<file path="src/pbrdp_pkg.sv">
// Shared types and codes for the base relocation directory parser.
package pbrdp_pkg;

  typedef enum logic {
    FUNC_START = 1'b0,
    FUNC_DATA  = 1'b1
  } func_e;

  typedef enum logic [1:0] {
    KIND_RECORD = 2'd0,
    KIND_OK     = 2'd1,
    KIND_FAIL   = 2'd2
  } kind_e;

  typedef enum logic [2:0] {
    ERR_NONE       = 3'd0,
    ERR_SIZE_SHORT = 3'd1,
    ERR_OUT_BOUNDS = 3'd2,
    ERR_BAD_TYPE   = 3'd3,
    ERR_END_MISM   = 3'd4,
    ERR_ALIGN_OVF  = 3'd5
  } err_e;

  typedef enum logic [0:0] {
    REG_DIR_START_RVA = 1'b0,
    REG_DIR_BYTE_SIZE = 1'b1
  } cfg_reg_e;

  // header halfword position, then block body
  typedef enum logic [2:0] {
    PH_PAGE_LO = 3'd0,
    PH_PAGE_HI = 3'd1,
    PH_SIZE_LO = 3'd2,
    PH_SIZE_HI = 3'd3,
    PH_BODY    = 3'd4
  } phase_e;

  typedef enum logic [1:0] {
    EV_NONE,
    EV_OK,
    EV_FAIL,
    EV_REC
  } event_e;

  localparam logic [3:0] RT_ABSOLUTE = 4'd0;
  localparam logic [3:0] RT_HIGHLOW  = 4'd3;
  localparam logic [3:0] RT_DIR64    = 4'd10;

  localparam logic [31:0] HDR_BYTES = 32'd8;
  localparam logic [31:0] TOP_LIMIT = 32'hFFFF_FFFC;

  typedef struct packed {
    logic        func;
    logic [15:0] half_word;
  } in_t;

  typedef struct packed {
    kind_e       kind;
    logic [3:0]  reloc_kind;
    logic [31:0] target_rva;
    err_e        error_code;
    logic [3:0]  bad_type;
  } out_t;

  typedef struct packed {
    logic [31:0] dir_start_rva;
    logic [31:0] dir_byte_size;
  } cfg_t;

  typedef struct packed {
    logic valid;
    out_t data;
  } step_res_t;

endpackage

</file>
<file path="src/pe_base_reloc_directory_parser.sv">
// Top level of the PE base relocation directory parser.
//
// Input channel (in_valid_i / in_stall_o / in_data_i): one item per
// accepted edge. func = start latches the directory bounds from the
// config registers and opens a scan; func = data carries the next
// little-endian halfword of the relocation directory.
// Output channel (out_valid_o / out_stall_i / out_data_o): at most one
// item per input item - a relocation record, a success verdict or a
// failure with its error code.
// Config port: cfg_we_i writes cfg_wdata_i to register cfg_idx_i
// (0 start RVA, 1 byte size); write only while the parser is idle.
// Path: an accepted item waits in the input register, then one pass of
// step logic writes its result, if any, into the output register.
// Throughput: one item per cycle while the output is not stalled.
// Stall: the output register holds while out_stall_i is high; one more
// item waits in the input register, then in_stall_o rises.
// Reset: no scan open, halfwords ignored until a start item; config
// registers cleared to zero.
module pe_base_reloc_directory_parser
  import pbrdp_pkg::*;
(
  input  logic        clk_i,
  input  logic        rst_ni,
  input  logic        in_valid_i,
  output logic        in_stall_o,
  input  in_t         in_data_i,
  output logic        out_valid_o,
  input  logic        out_stall_i,
  output out_t        out_data_o,
  input  logic        cfg_we_i,
  input  logic [0:0]  cfg_idx_i,
  input  logic [31:0] cfg_wdata_i
);

  cfg_t      cfg;
  step_res_t res;

  logic in_vld_q;
  in_t  in_q;
  logic out_vld_q;
  out_t out_q;
  logic fire, accept;

  // step fires when the output register is free or draining this cycle
  assign fire       = in_vld_q && (!out_vld_q || !out_stall_i);
  assign in_stall_o = in_vld_q && !fire;
  assign accept     = in_valid_i && !in_stall_o;

  pbrdp_cfg_regs u_cfg (
    .clk_i      (clk_i),
    .rst_ni     (rst_ni),
    .cfg_we_i   (cfg_we_i),
    .cfg_idx_i  (cfg_idx_i),
    .cfg_wdata_i(cfg_wdata_i),
    .cfg_o      (cfg)
  );

  pbrdp_core u_core (
    .clk_i (clk_i),
    .rst_ni(rst_ni),
    .fire_i(fire),
    .item_i(in_q),
    .cfg_i (cfg),
    .res_o (res)
  );

  // input register valid
  always_ff @(posedge clk_i or negedge rst_ni) begin
    if (!rst_ni) begin
      in_vld_q <= 1'b0;
    end else if (accept) begin
      in_vld_q <= 1'b1;
    end else if (fire) begin
      in_vld_q <= 1'b0;
    end
  end

  always_ff @(posedge clk_i) begin
    if (accept) begin
      in_q <= in_data_i;
    end
  end

  // output register valid; an item without a result leaves it empty
  always_ff @(posedge clk_i or negedge rst_ni) begin
    if (!rst_ni) begin
      out_vld_q <= 1'b0;
    end else if (fire) begin
      out_vld_q <= res.valid;
    end else if (!out_stall_i) begin
      out_vld_q <= 1'b0;
    end
  end

  always_ff @(posedge clk_i) begin
    if (fire && res.valid) begin
      out_q <= res.data;
    end
  end

  assign out_valid_o = out_vld_q;
  assign out_data_o  = out_q;

endmodule

</file>
<file path="src/pbrdp_cfg_regs.sv">
// Directory bounds register file.
module pbrdp_cfg_regs
  import pbrdp_pkg::*;
(
  input  logic        clk_i,
  input  logic        rst_ni,
  input  logic        cfg_we_i,
  input  logic [0:0]  cfg_idx_i,
  input  logic [31:0] cfg_wdata_i,
  output cfg_t        cfg_o
);

  cfg_t cfg_q;

  always_ff @(posedge clk_i or negedge rst_ni) begin
    if (!rst_ni) begin
      cfg_q <= '0;
    end else if (cfg_we_i) begin
      unique case (cfg_reg_e'(cfg_idx_i))
        REG_DIR_START_RVA: cfg_q.dir_start_rva <= cfg_wdata_i;
        REG_DIR_BYTE_SIZE: cfg_q.dir_byte_size <= cfg_wdata_i;
        default: cfg_q <= cfg_q;
      endcase
    end
  end

  assign cfg_o = cfg_q;

endmodule

</file>
<file path="src/pbrdp_core.sv">
// Scan state and the single-pass step logic for one directory item.
module pbrdp_core
  import pbrdp_pkg::*;
(
  input  logic      clk_i,
  input  logic      rst_ni,
  input  logic      fire_i,
  input  in_t       item_i,
  input  cfg_t      cfg_i,
  output step_res_t res_o
);

  logic [31:0] cur_q, cur_d;
  logic [31:0] atop_q, atop_d;     // directory end rounded up to 4
  logic [31:0] tm8_q, tm8_d;       // unaligned end minus header size
  logic        tge8_q, tge8_d;     // unaligned end is at least 8
  logic [31:0] page_q, page_d;
  logic [31:0] bsize_q, bsize_d;
  logic [31:0] alsz_q, alsz_d;     // block size rounded up to 4
  logic [30:0] ent_q, ent_d;
  logic [1:0]  pad_q, pad_d;
  phase_e      phase_q, phase_d;
  logic        over_q, over_d;
  logic        held_q, held_d;

  // shared arithmetic
  logic [31:0] raw_top, raw_p3, start_atop;
  logic        start_more;
  logic [31:0] new_bs, relsz, lim, bs_p3, al_new;
  logic [1:0]  pad_hdr;
  logic [31:0] cur_p8, end_cur;
  logic        hdr_more, body_more;
  logic [3:0]  etype;
  logic [31:0] rec_tgt;

  assign raw_top    = cfg_i.dir_start_rva + cfg_i.dir_byte_size;
  assign raw_p3     = raw_top + 32'd3;
  assign start_atop = {raw_p3[31:2], 2'b00};
  assign start_more = (raw_top >= HDR_BYTES) && (cfg_i.dir_start_rva <= raw_top - HDR_BYTES);

  assign new_bs  = {item_i.half_word, bsize_q[15:0]};
  assign relsz   = new_bs - HDR_BYTES;
  assign lim     = tm8_q - cur_q;
  assign bs_p3   = new_bs + 32'd3;
  assign al_new  = {bs_p3[31:2], 2'b00};
  // low bits of (aligned body halfwords - entry count)
  assign pad_hdr = {al_new[2], 1'b0} - relsz[2:1];

  assign cur_p8    = cur_q + HDR_BYTES;
  assign end_cur   = cur_q + alsz_q;
  assign hdr_more  = tge8_q && (cur_p8 <= tm8_q);
  assign body_more = tge8_q && (end_cur <= tm8_q);

  assign etype   = item_i.half_word[15:12];
  assign rec_tgt = page_q + {20'd0, item_i.half_word[11:0]};

  event_e      ev;
  err_e        ev_err;
  logic [3:0]  ev_bad;
  logic        do_verdict;
  logic [31:0] v_cur, v_top;
  logic [30:0] ent_n;
  logic [1:0]  pad_n;
  logic        is_rec;

  // next state and step event
  always_comb begin
    cur_d      = cur_q;
    atop_d     = atop_q;
    tm8_d      = tm8_q;
    tge8_d     = tge8_q;
    page_d     = page_q;
    bsize_d    = bsize_q;
    alsz_d     = alsz_q;
    ent_d      = ent_q;
    pad_d      = pad_q;
    phase_d    = phase_q;
    over_d     = over_q;
    held_d     = held_q;
    ev         = EV_NONE;
    ev_err     = ERR_NONE;
    ev_bad     = 4'd0;
    do_verdict = 1'b0;
    v_cur      = cur_q;
    v_top      = atop_q;
    ent_n      = ent_q;
    pad_n      = pad_q;
    is_rec     = 1'b0;

    if (fire_i) begin
      if (item_i.func == FUNC_START) begin
        held_d  = 1'b0;
        over_d  = 1'b0;
        phase_d = PH_PAGE_LO;
        ent_d   = '0;
        pad_d   = '0;
        cur_d   = cfg_i.dir_start_rva;
        if (cfg_i.dir_byte_size == 32'd0) begin
          over_d = 1'b1;
          ev     = EV_OK;
        end else begin
          tm8_d  = raw_top - HDR_BYTES;
          tge8_d = (raw_top >= HDR_BYTES);
          if (raw_top > TOP_LIMIT) begin
            over_d = 1'b1;
            ev     = EV_FAIL;
            ev_err = ERR_ALIGN_OVF;
          end else begin
            atop_d = start_atop;
            if (!start_more) begin
              do_verdict = 1'b1;
              v_cur      = cfg_i.dir_start_rva;
              v_top      = start_atop;
            end
          end
        end
      end else if (held_q) begin
        held_d     = 1'b0;
        do_verdict = 1'b1;
      end else if (!over_q) begin
        unique case (phase_q)
          PH_PAGE_LO: begin
            page_d[15:0] = item_i.half_word;
            phase_d      = PH_PAGE_HI;
          end
          PH_PAGE_HI: begin
            page_d[31:16] = item_i.half_word;
            phase_d       = PH_SIZE_LO;
          end
          PH_SIZE_LO: begin
            bsize_d[15:0] = item_i.half_word;
            phase_d       = PH_SIZE_HI;
          end
          PH_SIZE_HI: begin
            bsize_d = new_bs;
            if (new_bs < HDR_BYTES) begin
              over_d = 1'b1;
              ev     = EV_FAIL;
              ev_err = ERR_SIZE_SHORT;
            end else if (relsz > lim) begin
              over_d = 1'b1;
              ev     = EV_FAIL;
              ev_err = ERR_OUT_BOUNDS;
            end else begin
              ent_d   = relsz[31:1];
              pad_d   = pad_hdr;
              alsz_d  = al_new;
              phase_d = PH_BODY;
              // bare 8-byte header: block closes at once
              if (relsz[31:1] == 31'd0 && pad_hdr == 2'd0) begin
                cur_d   = cur_p8;
                phase_d = PH_PAGE_LO;
                if (!hdr_more) begin
                  do_verdict = 1'b1;
                  v_cur      = cur_p8;
                end
              end
            end
          end
          PH_BODY: begin
            if (ent_q != 31'd0) begin
              ent_n = ent_q - 31'd1;
              if (etype == RT_HIGHLOW || etype == RT_DIR64) begin
                is_rec = 1'b1;
                ev     = EV_REC;
              end else if (etype != RT_ABSOLUTE) begin
                over_d = 1'b1;
                ev     = EV_FAIL;
                ev_err = ERR_BAD_TYPE;
                ev_bad = etype;
              end
            end else if (pad_q != 2'd0) begin
              pad_n = pad_q - 2'd1;
            end
            ent_d = ent_n;
            pad_d = pad_n;
            if (ev != EV_FAIL && ent_n == 31'd0 && pad_n == 2'd0) begin
              cur_d   = end_cur;
              phase_d = PH_PAGE_LO;
              if (!body_more) begin
                if (is_rec) begin
                  held_d = 1'b1;   // verdict goes out on the next data item
                end else begin
                  do_verdict = 1'b1;
                  v_cur      = end_cur;
                end
              end
            end
          end
          default: phase_d = phase_q;
        endcase
      end

      if (do_verdict) begin
        over_d = 1'b1;
        if (v_cur == v_top) begin
          ev = EV_OK;
        end else begin
          ev     = EV_FAIL;
          ev_err = ERR_END_MISM;
        end
      end
    end
  end

  // result formatting
  always_comb begin
    res_o      = '0;
    res_o.data = '{kind: KIND_RECORD, reloc_kind: 4'd0, target_rva: 32'd0,
                   error_code: ERR_NONE, bad_type: 4'd0};
    unique case (ev)
      EV_NONE: res_o.valid = 1'b0;
      EV_OK: begin
        res_o.valid     = 1'b1;
        res_o.data.kind = KIND_OK;
      end
      EV_FAIL: begin
        res_o.valid           = 1'b1;
        res_o.data.kind       = KIND_FAIL;
        res_o.data.error_code = ev_err;
        res_o.data.bad_type   = ev_bad;
      end
      EV_REC: begin
        res_o.valid           = 1'b1;
        res_o.data.kind       = KIND_RECORD;
        res_o.data.reloc_kind = etype;
        res_o.data.target_rva = rec_tgt;
      end
      default: res_o.valid = 1'b0;
    endcase
  end

  always_ff @(posedge clk_i or negedge rst_ni) begin
    if (!rst_ni) begin
      cur_q   <= '0;
      atop_q  <= '0;
      tm8_q   <= '0;
      tge8_q  <= 1'b0;
      page_q  <= '0;
      bsize_q <= '0;
      alsz_q  <= '0;
      ent_q   <= '0;
      pad_q   <= '0;
      phase_q <= PH_PAGE_LO;
      over_q  <= 1'b1;
      held_q  <= 1'b0;
    end else begin
      cur_q   <= cur_d;
      atop_q  <= atop_d;
      tm8_q   <= tm8_d;
      tge8_q  <= tge8_d;
      page_q  <= page_d;
      bsize_q <= bsize_d;
      alsz_q  <= alsz_d;
      ent_q   <= ent_d;
      pad_q   <= pad_d;
      phase_q <= phase_d;
      over_q  <= over_d;
      held_q  <= held_d;
    end
  end

endmodule

</file>
<file path="config.mk">
export PLATFORM = sky130hd
export DESIGN_NAME = pe_base_reloc_directory_parser
export DESIGN_NICKNAME = d
export VERILOG_FILES = /design/src/pbrdp_pkg.sv /design/src/pe_base_reloc_directory_parser.sv /design/src/pbrdp_cfg_regs.sv /design/src/pbrdp_core.sv
export SDC_FILE = /design/constraint.sdc
export NUM_CORES = 1
export LEC_CHECK = 0
export BUFFER_PORTS_ARGS = -buffer_cell sky130_fd_sc_hd__buf_2
export CAP_MARGIN = 20
export CORE_MARGIN = 3
export CORE_UTILIZATION = 40
export CTS_BUF_LIST = sky130_fd_sc_hd__clkbuf_16
export DETAILED_ROUTE_END_ITERATION = 16
export GPL_ROUTABILITY_DRIVEN = 1
export PLACE_DENSITY_LB_ADDON = 0.12
export SLEW_MARGIN = 10
export SYNTH_ARGS = -nofsm -noshare
export SYNTH_HDL_FRONTEND = slang
export SYNTH_SLANG_ARGS = --single-unit
</file>
<file path="constraint.sdc">
create_clock -name clk_i -period 20.9 [get_ports clk_i]
set_input_delay 1.045 -clock clk_i [delete_from_list [all_inputs] [get_ports clk_i]]
set_output_delay 1.045 -clock clk_i [all_outputs]
set_load 0.1 [all_outputs]
</file>
==> flow_summary.json <==
{
  "coreArea_um2": 70600,
  "tightest_slew_ns": 1.06,
  "dp_hpwl_mm": 93.0,
  "drive_above_1_share_pct": 11.3,
  "vias": 27200,
  "max_freq_mhz": 102,
  "routedWlPerCell_um": 26.5,
  "overflow": 0,
  "max_cap_violations": 0,
  "async_reset_ff_share_pct": 81.7,
  "ys_seq_area_share_pct": 30.5,
  "grt_max_degree": 95,
  "crit_slowest_cell": "or4_1",
  "final.fill_count": 7112,
  "crit_type": "reg2reg",
  "finalHoldViolCount": 0,
  "synthCells": 3428,
  "period_share_pct": 46.7,
  "power_mw": 5.69,
  "ys_seq_elements": 339,
  "rows": 97,
  "cts.path.max_buffers": 3,
  "period_needed_ns": 9.76,
  "synth_top_cell_area_share_pct": 24.0,
  "drt_iter0_markers": 2579,
  "maxSlewViolCount": 0,
  "die_w_um": 274,
  "grt_pass1_vias": 26900,
  "utilization_pct": 45.1,
  "nNetsFinal": 3767,
  "clock_latency_ns": 0.62,
  "arrival_ns": 10.09,
  "diodes": 0,
  "postLayoutCellArea_um2": 31900,
  "power_density_nw_per_um2": 179,
  "htree_levels": 2,
  "rsz0062_at_grt": "no",
  "grt_use_total_pct": 31.2,
  "die-area_um2": 75300,
  "area_growth_pct": 10.6,
  "synth_ff_type": "dfrtp_1",
  "yosys-top-cells-area": "dfrtp_1 24%, ha_1 10%, edfxtp_1 6.5%",
  "reg2regPathDepth": 35,
  "layout_common_cells": "360 x nand2_1, 276 x dfrtp_1, 274 x nor2_1",
  "register_area_um2": 8790,
  "clock-root-buffer": "clkbuf_16",
  "cts_made_buffers": 45,
  "antenna_found_initial": 0,
  "synth.distinct_cells": 91,
  "drtPass1Iterations": 8,
  "finalSetupViolations": 0,
  "ctsResizeCount": 0,
  "syn_nets": 3724,
  "slowest_delay_ns": 0.54,
  "place.gp.congestion": 1.02,
  "multi_input_area_um2": 18900,
  "post_layout_nonfiller_instances": 4448,
  "cts_tree": "built",
  "drc_errors": 0,
  "final_common_cell": "nand2_1",
  "leakagePower_nw": 13.6,
  "synth.avg_cell_area_um2": 8.40,
  "synth_edf_count": 62,
  "skew_ns": 0.0308,
  "postCtsHoldBufs": 0,
  "hold_ws_ns": 0.455,
  "place_area_um2": 30400,
  "crit_family": "simple AND/OR/NAND/NOR gates",
  "synth_area_um2": 28800,
  "outcome": "finished, final reports clean",
  "tns_ns": 0,
  "pin_count": 102,
  "antenna_left": 0,
  "worst_slack_ns": 11.14,
  "crit_path_start_kind": "flip-flop",
  "cp_num_buf_inv": 3,
  "synth_largest_area_cell": "dfrtp_1",
  "viasPerCell": 6.11,
  "max_slew_margin_pct": 28.3,
  "place_inst": 4363,
  "yosys_warnings": 0,
  "routed_wl_mm": 118,
  "dieHeight_um": 274,
  "start_util_pct": 40.8,
  "end_kind": "flip-flop",
  "post_cts_buffers": 0,
  "ir_drop_v": 0.0000947,
  "hold_path_class": "in2async",
  "cts.sinks": 339,
  "cp_num_cells": 35,
  "grt_pass1_wl_mm": 176,
  "dp_slack_ns": 11.18,
  "critPathMaxFanout": 19,
  "clk_pin_slew_ns": 0.06,
  "port_buffers": 101,
  "cp.required_ns": 21.23
}
==> cell type report <==
class	instances	share of cell area (%)
inverters	147	1.73
flip-flops and latches	339	27.6
repair buffers	161	3.10
well taps	940	3.69
clock inverters	39	1.07
clock buffers	45	3.54
multi-input cells	2777	59.3
==> state kept, by name, indices dropped and copies added (netlist names), 3 cells and up <==
name	flops
u_core.page_q	32
u_core.alsz_q	30
u_core.atop_q	30
u_core.tm8_q	32
in_q	17
u_core.phase_q	3
out_data_o	45
u_core.ent_q	31
u_core.cur_q	32
u_core.bsize_q	16
u_cfg.cfg_o	64
==> cell usage after synthesis (26+ instances only) <==
library cell and instances:
a21o_1 64, nor3_1 95, nand2_1 362, mux2_2 113
nand4_1 63, nand2b_1 26, nand3_1 100, or4_1 26
nor2b_1 32, xnor2_1 173, o21a_1 30, dfrtp_1 276
nor4_1 79, ha_1 237, nor2_1 274, a31oi_1 32
inv_1 147, a21oi_1 229, xor2_1 120, or3_1 32
a211oi_1 33, edfxtp_1 62, o21ai_0 229, mux2i_1 26
clkbuf_1 140, and3_1 56
==> power breakdown <==
group | leakage, nW | internal (mW) | switching [mW]
Sequential | 4.02 | 0.896 | 0.378
Combinational | 8.83 | 1.32 | 2.31
Clock | 0.741 | 0.445 | 0.333
Total | 13.6 | 2.66 | 3.02
==> path summary, 6_finish.rpt <==
check	startpoint	to	slack (ns)
min in group clk_i	u_core.atop_q[16]$_DFFE_PN0P_	u_core.atop_q[16]$_DFFE_PN0P_	0.47
max in group asynchronous	rst_ni	u_core.atop_q[20]$_DFFE_PN0P_	18.12
max	u_cfg.cfg_o[32]$_DFFE_PN0P_	out_data_o[44]$_DFFE_PP_	11.14
min	rst_ni	u_core.page_q[20]$_DFFE_PN0P_	0.45
min reg2reg	u_core.atop_q[16]$_DFFE_PN0P_	u_core.atop_q[16]$_DFFE_PN0P_	0.47
max reg2reg	u_cfg.cfg_o[32]$_DFFE_PN0P_	out_data_o[44]$_DFFE_PP_	11.14
==> metal layers <==
metal | routed length (µm) | vias up | track usage, %
met4 | 8010 | 0 | 18.0
met1 | 46700 | 13200 | 38.1
met3 | 6990 | 302 | 3.73
met5 | 0 | - | 0
li1 | - | 12700 | -
met2 | 56400 | 1054 | 53.0
==> logic make-up (layout without fill, tap and decap cells) <==
kind of cell / after synthesis / after routing / synth area share, %
other: 1 / 1 / 0.0130
adder cells (fa/ha/maj): 242 / 242 / 10.6
XOR/XNOR: 294 / 294 / 8.99
buffers and inverters: 312 / 392 / 4.18
flip-flops: 339 / 339 / 30.5
AND/OR/NAND/NOR: 1242 / 1242 / 21.3
AO/OA/AOI/OAI: 859 / 859 / 19.0
multiplexers: 139 / 139 / 5.32
Power figures use the tool's default switching activity.
